===== src/edhf_pkg.sv =====
// ----------------------------------------------------------------------------
// edhf_pkg
// shared types and constants for the hysteresis event detector
// ----------------------------------------------------------------------------
package edhf_pkg;

	localparam int unsigned RegW  = 16;
	localparam int unsigned IdxW  = 3;
	localparam int unsigned DtW   = 15;
	localparam int unsigned AccW  = 17;

	// register indexes on the configuration port
	typedef enum logic [IdxW-1:0] {
		REG_ON_THRESHOLD  = 3'd0,
		REG_OFF_THRESHOLD = 3'd1,
		REG_CONFIRM_TIME  = 3'd2,
		REG_RELEASE_TIME  = 3'd3,
		REG_COOLDOWN_TIME = 3'd4
	} reg_idx_t;

	// reset values of the registers
	localparam logic [RegW-1:0] OnThresholdRst  = 16'd45875;
	localparam logic [RegW-1:0] OffThresholdRst = 16'd32768;
	localparam logic [RegW-1:0] ConfirmTimeRst  = 16'd200;
	localparam logic [RegW-1:0] ReleaseTimeRst  = 16'd500;
	localparam logic [RegW-1:0] CooldownTimeRst = 16'd1000;

	typedef enum logic [1:0] {
		PH_IDLE   = 2'd0,
		PH_CAND   = 2'd1,
		PH_ACTIVE = 2'd2,
		PH_COOL   = 2'd3
	} phase_t;

	typedef struct packed {
		logic [RegW-1:0] on_threshold;
		logic [RegW-1:0] off_threshold;
		logic [RegW-1:0] confirm_time_ms;
		logic [RegW-1:0] release_time_ms;
		logic [RegW-1:0] cooldown_time_ms;
	} cfg_t;

	typedef struct packed {
		phase_t fsm_state;
		logic   event_started;
		logic   event_ended;
	} result_t;

endpackage


===== src/edhf_cfg_regs.sv =====
// ----------------------------------------------------------------------------
// edhf_cfg_regs
// configuration register file, write only, one register per index
// ----------------------------------------------------------------------------
module edhf_cfg_regs import edhf_pkg::*; (
	input  logic            clk,
	input  logic            arst_n,
	input  logic            cfg_we,
	input  logic [IdxW-1:0] cfg_index,
	input  logic [RegW-1:0] cfg_data,
	output cfg_t            cfg
);

	cfg_t cfg_q;

	// register writes, unknown indexes are dropped
	always_ff @(posedge clk or negedge arst_n) begin
		if (!arst_n) begin
			cfg_q.on_threshold     <= OnThresholdRst;
			cfg_q.off_threshold    <= OffThresholdRst;
			cfg_q.confirm_time_ms  <= ConfirmTimeRst;
			cfg_q.release_time_ms  <= ReleaseTimeRst;
			cfg_q.cooldown_time_ms <= CooldownTimeRst;
		end else if (cfg_we) begin
			unique case (cfg_index)
				REG_ON_THRESHOLD:  cfg_q.on_threshold     <= cfg_data;
				REG_OFF_THRESHOLD: cfg_q.off_threshold    <= cfg_data;
				REG_CONFIRM_TIME:  cfg_q.confirm_time_ms  <= cfg_data;
				REG_RELEASE_TIME:  cfg_q.release_time_ms  <= cfg_data;
				REG_COOLDOWN_TIME: cfg_q.cooldown_time_ms <= cfg_data;
				default: ;
			endcase
		end
	end

	assign cfg = cfg_q;

endmodule


===== src/edhf_core.sv =====
// ----------------------------------------------------------------------------
// edhf_core
// phase machine with confirm, release and cooldown timers
// ----------------------------------------------------------------------------
module edhf_core import edhf_pkg::*; (
	input  logic            clk,
	input  logic            arst_n,
	input  logic            step,
	input  cfg_t            cfg,
	input  logic [RegW-1:0] probability,
	input  logic [DtW-1:0]  dt,
	output result_t         res
);

	phase_t          phase_q, phase_d;
	logic [AccW-1:0] confirm_q, confirm_d;
	logic [AccW-1:0] release_q, release_d;
	logic [AccW-1:0] cool_q, cool_d;
	logic            started, ended;

	logic [AccW-1:0] dt_ext;
	logic [AccW-1:0] confirm_sum;
	logic [AccW-1:0] release_sum;
	logic            above_on;
	logic            below_off;
	logic            confirm_done;
	logic            release_done;
	logic            cool_done;

	// shared adders and compares
	always_comb begin
		dt_ext       = {{(AccW-DtW){1'b0}}, dt};
		confirm_sum  = confirm_q + dt_ext;
		release_sum  = release_q + dt_ext;
		above_on     = probability >= cfg.on_threshold;
		below_off    = probability <= cfg.off_threshold;
		confirm_done = confirm_sum >= {1'b0, cfg.confirm_time_ms};
		release_done = release_sum >= {1'b0, cfg.release_time_ms};
		cool_done    = dt_ext >= cool_q;
	end

	// next phase
	always_comb begin
		phase_d = phase_q;
		unique case (phase_q)
			PH_IDLE:   if (above_on) phase_d = PH_CAND;
			PH_CAND: begin
				if (!above_on) phase_d = PH_IDLE;
				else if (confirm_done) phase_d = PH_ACTIVE;
			end
			PH_ACTIVE: if (below_off && release_done) phase_d = PH_COOL;
			PH_COOL:   if (cool_done) phase_d = PH_IDLE;
			default:   phase_d = PH_IDLE;
		endcase
	end

	// timers and event pulses
	always_comb begin
		confirm_d = '0;
		release_d = '0;
		cool_d    = cool_q;
		started   = 1'b0;
		ended     = 1'b0;
		unique case (phase_q)
			PH_IDLE: begin
				if (above_on) confirm_d = dt_ext;
			end
			PH_CAND: begin
				if (above_on && !confirm_done) confirm_d = confirm_sum;
				started = above_on && confirm_done;
			end
			PH_ACTIVE: begin
				if (below_off) begin
					if (release_done) begin
						cool_d = {1'b0, cfg.cooldown_time_ms};
						ended  = 1'b1;
					end else begin
						release_d = release_sum;
					end
				end
			end
			PH_COOL: begin
				cool_d = cool_done ? '0 : cool_q - dt_ext;
			end
			default: ;
		endcase
	end

	// state registers, updated once per request
	always_ff @(posedge clk or negedge arst_n) begin
		if (!arst_n) begin
			phase_q   <= PH_IDLE;
			confirm_q <= '0;
			release_q <= '0;
			cool_q    <= '0;
		end else if (step) begin
			phase_q   <= phase_d;
			confirm_q <= confirm_d;
			release_q <= release_d;
			cool_q    <= cool_d;
		end
	end

	assign res.fsm_state     = phase_d;
	assign res.event_started = started;
	assign res.event_ended   = ended;

endmodule


===== src/event_detect_hysteresis_fsm.sv =====
// ----------------------------------------------------------------------------
// event_detect_hysteresis_fsm
// event detector with hysteresis, confirmation, release and cooldown
// ----------------------------------------------------------------------------
// Takes one request per clock while in_stall is low and returns exactly one
// result per request. A request is registered on entry. The phase machine,
// its timers and the output register load together as the request advances
// out of the input register, which holds it while the output is stalled.
// Sustained rate is one request per cycle while the output is not stalled,
// set by the phase update, whose timer add and compare sit between the input
// and output registers. A stalled output holds its result while the input
// register still takes one more request. Negative elapsed times count as
// zero. Configuration is written through a plain write port and should only
// change while no request is in flight.
// ----------------------------------------------------------------------------
module event_detect_hysteresis_fsm import edhf_pkg::*; (
	input  logic               clk,
	input  logic               arst_n,
	input  logic               cfg_we,
	input  logic [IdxW-1:0]    cfg_index,
	input  logic [RegW-1:0]    cfg_data,
	input  logic               in_valid,
	output logic               in_stall,
	input  logic [RegW-1:0]    probability,
	input  logic signed [15:0] elapsed_ms,
	output logic               out_valid,
	input  logic               out_stall,
	output logic [1:0]         fsm_state,
	output logic               event_started,
	output logic               event_ended
);

	cfg_t            cfg;
	result_t         res;
	logic            valid_s1;
	logic [RegW-1:0] probability_s1;
	logic [DtW-1:0]  dt_s1;
	logic            out_valid_q;
	result_t         res_q;
	logic            out_free;
	logic            advance;
	logic            in_take;

	edhf_cfg_regs u_cfg (
		.clk       (clk),
		.arst_n    (arst_n),
		.cfg_we    (cfg_we),
		.cfg_index (cfg_index),
		.cfg_data  (cfg_data),
		.cfg       (cfg)
	);

	// handshake control
	assign out_free = !out_valid_q || !out_stall;
	assign advance  = valid_s1 && out_free;
	assign in_stall = valid_s1 && !out_free;
	assign in_take  = in_valid && !in_stall;

	// input register, negative time clamped to zero
	always_ff @(posedge clk or negedge arst_n) begin
		if (!arst_n) begin
			valid_s1 <= 1'b0;
		end else if (in_take) begin
			valid_s1 <= 1'b1;
		end else if (advance) begin
			valid_s1 <= 1'b0;
		end
	end

	always_ff @(posedge clk) begin
		if (in_take) begin
			probability_s1 <= probability;
			dt_s1          <= elapsed_ms[15] ? '0 : elapsed_ms[DtW-1:0];
		end
	end

	edhf_core u_core (
		.clk         (clk),
		.arst_n      (arst_n),
		.step        (advance),
		.cfg         (cfg),
		.probability (probability_s1),
		.dt          (dt_s1),
		.res         (res)
	);

	// output register
	always_ff @(posedge clk or negedge arst_n) begin
		if (!arst_n) begin
			out_valid_q <= 1'b0;
		end else if (out_free) begin
			out_valid_q <= advance;
		end
	end

	always_ff @(posedge clk) begin
		if (advance) begin
			res_q <= res;
		end
	end

	assign out_valid     = out_valid_q;
	assign fsm_state     = res_q.fsm_state;
	assign event_started = res_q.event_started;
	assign event_ended   = res_q.event_ended;

endmodule

===== config.mk =====
export PLATFORM = sky130hd
export DESIGN_NAME = event_detect_hysteresis_fsm
export DESIGN_NICKNAME = d
export VERILOG_FILES = /design/src/edhf_pkg.sv /design/src/edhf_cfg_regs.sv /design/src/edhf_core.sv /design/src/event_detect_hysteresis_fsm.sv
export SDC_FILE = /design/constraint.sdc
export NUM_CORES = 1
export LEC_CHECK = 0
export BUFFER_PORTS_ARGS = -buffer_cell sky130_fd_sc_hd__buf_4
export CAP_MARGIN = 20
export CORE_MARGIN = 10
export CORE_UTILIZATION = 55
export DETAILED_ROUTE_END_ITERATION = 8
export GPL_TIMING_DRIVEN = 0
export PLACE_DENSITY = 0.73
export REMOVE_ABC_BUFFERS = 1
export SLEW_MARGIN = 20
export SYNTH_ARGS = -nofsm -noshare
export SYNTH_HDL_FRONTEND = slang
export SYNTH_SLANG_ARGS = --single-unit

===== constraint.sdc =====
create_clock -name clk -period 9 [get_ports clk]
set_input_delay 1.8 -clock clk [delete_from_list [all_inputs] [get_ports clk]]
set_output_delay 1.8 -clock clk [all_outputs]
set_load 0.01 [all_outputs]

==> Word-level counts from Yosys, hierarchy flattened <==
Index checks and enable logic that the tools add are counted.
{ "word_totals": {"mem_bits_ro": 0, "out_inout_bits": 6, "wordCells": 75, "input_bits": 56, "memories": 0, "latch_bits": 0, "register_bits": 170, "mem_bits_rw": 0} }
{ "classes": {"div_mod_pow": 0, "eq_ne": 9, "add_sub_neg": 3, "mul": 0, "bitwise_logic": 0, "shift": 0, "order_cmp": 5, "mux": 19, "reduce_logical": 23} }
{ "ops": {"columns": ["operator", "count"], "rows": [
  ["17-bit two-way mux", 7],
  ["17-bit case mux with 2 select lines", 2],
  ["17-bit by 15-bit adder with 17-bit output", 2],
  ["17-bit by 16-bit >= comparator with 1-bit output", 2],
  ["15-bit by 17-bit >= comparator with 1-bit output", 1],
  ["17-bit by 15-bit subtractor with 17-bit output", 1],
  ["16-bit >= comparator", 1],
  ["16-bit less-or-equal comparator", 1],
  ["15-bit two-way mux", 1],
  ["2-bit AND reduction", 6],
  ["2-bit two-way mux", 5],
  ["2-bit case mux with 4 select lines", 1],
  ["3-bit by 2-bit equality test with 1-bit output (second input constant)", 2],
  ["1-bit logical AND", 6],
  ["1-bit logical NOT", 5],
  ["2-bit equality test (second input constant)", 2],
  ["2-bit by 1-bit inequality test with 1-bit output (second input constant)", 2],
  ["4-bit AND reduction", 1],
  ["2-bit nonzero test", 2],
  ["3-bit by 1-bit equality test with 1-bit output (second input constant)", 1],
  ["3-bit equality test (second input constant)", 1],
  ["3-bit logical NOT", 1],
  ["1-bit two-way mux", 3],
  ["2-bit by 1-bit equality test with 1-bit output (second input constant)", 1],
  ["2 further kinds", 2]
]} }

==> Logic depth before layout (Yosys ltp) <==
{ "depth": {"ltp_word": 7, "mapped_depth": 20, "depth_no_buf": 19} }

==> Modules after synthesis <==
From an unflattened synthesis, not the netlist that was laid out.
{ "unflattened": {"cells_unflattened": 954, "hier_area_um2": 10466.3} }
{ "by_module_without_submodules": {"columns": ["module", "seq_area_each_um2", "instances", "cells_each", "area_each_um2"], "rows": [
  ["edhf_core", 1326.3, 1, 722, 6114.6],
  ["edhf_cfg_regs", 2033.2, 1, 173, 3081.7],
  ["event_detect_hysteresis_fsm", 1101.1, 1, 59, 1270.0]
]} }

==> Least setup slack after synthesis <==
Ideal clock, no wire load.
{ "synth_timing": {"path_type": "register to register", "from": "reg dt_s1[0]", "to": "reg u_core.cool_q[10]", "t_arrival_ps": 3946, "path_stages_with_launch": 21, "setup_ps": 125, "synth_period_minus_slack_ps": 4071, "n_path_buf": 1, "slack_ps": 4929, "required_ps": 8875, "cell_sequence": "edfxtp_1 ha_1 inv_1 fa_1 nor2b_4 o31a_1 o2111a_2 a211oi_4 o21bai_1 a21oi_1 xnor2_1 ha_1 nand3_1 nor2_1 o211ai_1 nand4_1 a31oi_1 a21boi_4 o21ai_4 buf_12 mux2_4"} }
{ "synth_between": {"elab_chain_cells": 4, "word_cells_on_any_way": 8, "cone_classes": "add/sub: 2; order compare: 2; eq/ne: 1; mux: 2; reduce/logical: 1"} }
{ "synth_rtl": {"columns": ["element", "line_no", "source"], "rows": [
  ["from (decl)", "event_detect_hysteresis_fsm.sv:37", "logic [DtW-1:0] dt_s1;"],
  ["from (signal assigned)", "event_detect_hysteresis_fsm.sv:73", "dt_s1 <= elapsed_ms[15] ? '0 : elapsed_ms[DtW-1:0];"],
  ["17-bit by 15-bit adder with 17-bit output", "edhf_core.sv:34", "release_sum = release_q + dt_ext;"],
  ["17-bit by 16-bit >= comparator with 1-bit output", "edhf_core.sv:38", "release_done = release_sum >= {1'b0, cfg.release_time_ms};"],
  ["2-bit by 1-bit inequality test with 1-bit output (no source line)", null, null],
  ["4-bit AND reduction (no source line)", null, null],
  ["to (signal assigned)", "edhf_core.sv:100", "cool_q <= cool_d;"],
  ["to (decl)", "edhf_core.sv:18", "logic [AccW-1:0] cool_q, cool_d;"]
]} }
Several ways; a longest one is shown, not always the timed one.
A chain may end at the register's enable or synchronous reset.

==> Final worst setup path <==
{ "layout_timing": {"from": "reg dt_s1[0]", "to": "reg u_core.confirm_q[5]"} }
{ "layout_between": {"elab_chain_cells": 6} }
{ "layout_rtl": {"columns": ["element", "line_no", "source"], "rows": [
  ["17-bit by 15-bit adder with 17-bit output *", "edhf_core.sv:33", "confirm_sum = confirm_q + dt_ext;"],
  ["17-bit by 16-bit >= comparator with 1-bit output", "edhf_core.sv:37", "confirm_done = confirm_sum >= {1'b0, cfg.confirm_time_ms};"],
  ["1-bit logical NOT", "edhf_core.sv:69", "if (above_on && !confirm_done) confirm_d = confirm_sum;"],
  ["1-bit logical AND", "edhf_core.sv:69", null],
  ["17-bit two-way mux *", "edhf_core.sv:69", null],
  ["17-bit case mux with 2 select lines *", "edhf_core.sv:64", "unique case (phase_q)"],
  ["to (signal assigned)", "edhf_core.sv:98", "confirm_q <= confirm_d;"],
  ["to (decl)", "edhf_core.sv:16", "logic [AccW-1:0] confirm_q, confirm_d;"]
]} }
Every way passes the cells marked *; elsewhere a longest branch is shown, timed or not.

==> metrics.cfg <==
[clock_tree]
numCtsBuffers=17
cts_num_sinks=170
clk_pin_slew_worst_paths_ns=0.08
clock_latency_ns=0.44
clk_path_buf_depth=2
cts_resized=0
cts_hold_buf=0
post-cts-setup-buffers=0
htreeDepth=4
cts_tree=done
root_buffer=clkbuf_16

[power_and_ir_drop]
switching_share=0.370
power_frac_clock=0.245
p_switching_mw=1.09
p_int_mw=1.86
p_comb_frac=0.396
p_leak_nw=5.46
p_per_area_nw_per_um2=254
power_frac_seq=0.359
vdd_drop_max_v=0.000144

[critical_path]
critPathLaunchType=register
reg2regPathDepth=16
cp-end-kind=register
crit_arrival_ns=5.65
worst-path-max-fanout=14
rr_startpoint=dt_s1[0]$_SDFFCE_PP0P_
rr_endpoint=u_core.confirm_q[5]$_DFFE_PN0P_
slowest_stage=nor3b_2
regToRegSetupSlack_ns=3.71
crit_required_ns=9.37
cp_slowest_stage_delay_ns=0.95
path_class=register to register
cp_cell_sequence=ha_1 > inv_1 > fa_1 > nor2b_1 > o31a_1 > o21a_1 > o21ai_0 > a21oi_1 > o311ai_0 > ha_1 > and3_1 > a21oi_1 > a31oi_1 > a211oi_2 > nor3b_2 > a221o_1

[placed_design]
port_buffers=61
gp_congestion=0.893
place_area_um2=11100
hpwl_mm=18.8

[die]
die_area_um2=24600
ios=62
start_util=0.566
coreArea_um2=18200
die_w_um=157
rows=49
die_h_um=157

[worst_hold_path]
worstHoldPathCells=1
hold_end=out_valid$_DFFE_PN0P_
hold_class=register to register
holdCritStartpoint=valid_s1$_DFFE_PN0P_

[synth]
synth-async-reset-ratio=0.794
yosysSeqAreaShare=0.433
netlist_instances=1007
syn_avg_cell_area_um2=10.2
synth_edf_count=35
syn-cell-area_um2=10300
ys_ff_latch=170
ys_warn_count=0
ys_types=74
synth_flop_cell=dfrtp_1

[sta]
fin_skew_ns=0.0129
finalSetupTns_ns=0
finalSetupViolations=0
grt_setup_unrepaired=no
maxSlewViolCount=0
clock.fmax_ghz=0.189
layout_min_cycle_time_ns=5.29
relSlewSlack=0.296
tightest_slew_ns=1.05
period_share=0.587
hold_viol=0

[status]
status=complete, no violations

[global_route]
busiest_layer=met2
grtUsageMet2=0.348
gr-total-overflow=0
groute.usage.overall=0.210
grt_max_degree=69
grt_pass1_vias=7577
antenna_found_initial=0
grt_use_met1=0.274
use_met3=0.0395
grt_pass1_wl_mm=40.4

[cells_and_area]
area_growth_pct=13.2
fin_area_um2=11700
utilization=0.640
antenna_cells=0
final_nets=1239
drive_gt1_frac=0.178

[route]
routedWlPerCell_um=19.2
drt-initial-drc-count=558
finalWirelength_mm=25.2
first_pass_iters=5
final_antenna_net_count=0
viasPerCell=5.86
vias=7696
drc=0

[job]
drv_cap=0

per-stage QoR:
| stage | power [mW] | instances | setup slack [ns] | hold WS [ns] |
|---|---|---|---|---|
| global route | 3.16 | 1313 | 3.31 | 0.528 |
| detailed placement | 2.22 | 1281 | 3.83 | 0.495 |
| floorplan | 1.91 | 982 | 4.84 | 0.456 |
| CTS | 2.96 | 1313 | 3.75 | 0.512 |
| finish | 2.96 | 1313 | 3.71 | 0.505 |
| global placement | 2.17 | 1272 | 3.92 | 0.465 |
how the worst max path moves through the flow:
stage / from / endpoint / slack (ns)
2_1_floorplan: dt_s1[0]$_SDFFCE_PP0P_ / u_core.cool_q[0]$_DFFE_PN0P_ / 4.84
3_3_place_gp: dt_s1[0]$_SDFFCE_PP0P_ / u_core.confirm_q[5]$_DFFE_PN0P_ / 3.92
3_5_place_dp: dt_s1[0]$_SDFFCE_PP0P_ / u_core.confirm_q[13]$_DFFE_PN0P_ / 3.83
4_1_cts: dt_s1[0]$_SDFFCE_PP0P_ / u_core.confirm_q[5]$_DFFE_PN0P_ / 3.75
5_1_grt: dt_s1[0]$_SDFFCE_PP0P_ / u_core.confirm_q[12]$_DFFE_PN0P_ / 3.31
6_report: dt_s1[0]$_SDFFCE_PP0P_ / u_core.confirm_q[5]$_DFFE_PN0P_ / 3.71
area by class of cell:
| class | count | area, µm² |
|---|---|---|
| fillers | 1437 | 6560 |
| repair buffers | 70 | 589 |
| flip-flops and latches | 170 | 4460 |
| well taps | 229 | 287 |
| clock buffers | 18 | 429 |
| clock inverters | 14 | 149 |
| multi-input cells | 708 | 5350 |
| inverters | 104 | 390 |
cell usage after synthesis (3+ instances only):
master,n,area share
dfrtp_1,110,0.27
ha_1,109,0.13
inv_1,103,0.038
nand2_1,92,0.034
o21ai_0,83,0.040
a21oi_1,53,0.026
mux2_2,41,0.045
edfxtp_1,35,0.10
nor2_1,33,0.012
dfstp_2,25,0.064
xnor2_1,25,0.021
nor2b_1,23,0.014
and2_1,20,0.012
clkbuf_1,20,0.0073
a22o_1,18,0.015
nand3_1,18,0.0087
a21o_1,14,0.010
a221o_1,14,0.014
o21a_1,13,0.0095
nand2b_1,12,0.0073
nor3_1,11,0.0053
nand4_1,9,0.0055
mux2_4,8,0.012
xor2_1,8,0.0068
a21boi_0,7,0.0051
and3_1,7,0.0043
a211oi_1,5,0.0036
a31oi_1,5,0.0030
nor3b_1,5,0.0036
o211ai_1,5,0.0036
o31ai_1,5,0.0036
and4_1,4,0.0034
o21bai_1,4,0.0029
o22ai_1,4,0.0024
or3_1,4,0.0024
a2111oi_0,3,0.0026
a211o_1,3,0.0026
fa_1,3,0.0058
nor4_1,3,0.0018
cell usage in the layout (no fill, tap or decap), types with 17 or more instances in the layout:
cell and instances:
dfrtp_1 110, ha_1 109, inv_1 103, nand2_1 91, o21ai_0 83, buf_4 64
a21oi_1 53, mux2_2 41, edfxtp_1 35, nor2_1 32, xnor2_1 25, dfstp_2 25
nor2b_1 23, and2_1 19, nand3_1 18, a22o_1 18, clkbuf_16 17
power by group through the flow:
stage	logic [mW]	clock network (mW)	registers, mW
after floorplan	0.866	0	1.04
after global placement	1.10	0	1.07
after detailed placement	1.15	0	1.07
after CTS	1.16	0.737	1.06
after global routing	1.31	0.768	1.08
final	1.17	0.724	1.06
critical path, delay by kind of cell, from the launching register on:
kind,cells,cell delay (ns)
compound gates,9,2.51
flops,1,0.53
simple gates,3,1.24
buf+inv,1,0.08
fa+ha+maj,3,0.86
cells by family (layout without fill, tap and decap cells):
kind of cell	Yosys count	count (layout)	synth area share
xor gates and xnor gates	33	33	0.0281
buffers and inverters	129	206	0.0496
AOI/OAI and AO/OA	262	262	0.170
muxes	51	51	0.0584
DFF	170	170	0.433
adders and majority gates	112	112	0.138
and+or+nand+nor	250	250	0.122
registers in the layout, indices dropped and copies added, names as in the netlist:
| register | flops |
|---|---|
| u_cfg.cfg | 80 |
| u_core.confirm_q | 17 |
| u_core.cool_q | 17 |
| u_core.release_q | 17 |
| probability_s1 | 16 |
| dt_s1 | 15 |
| fsm_state | 2 |
| u_core.phase_q | 2 |
| event_ended | 1 |
| event_started | 1 |
| out_valid | 1 |
| valid_s1 | 1 |
per-layer routing:
layer  vias up  share of wire  routed length, µm
li1       3741              -                  -
met1      3751           0.45              11500
met2       178           0.48              12200
met3        26          0.046               1150
met4         0          0.016                407
met5         -              0                  0
(Power assumes the default switching activity.)
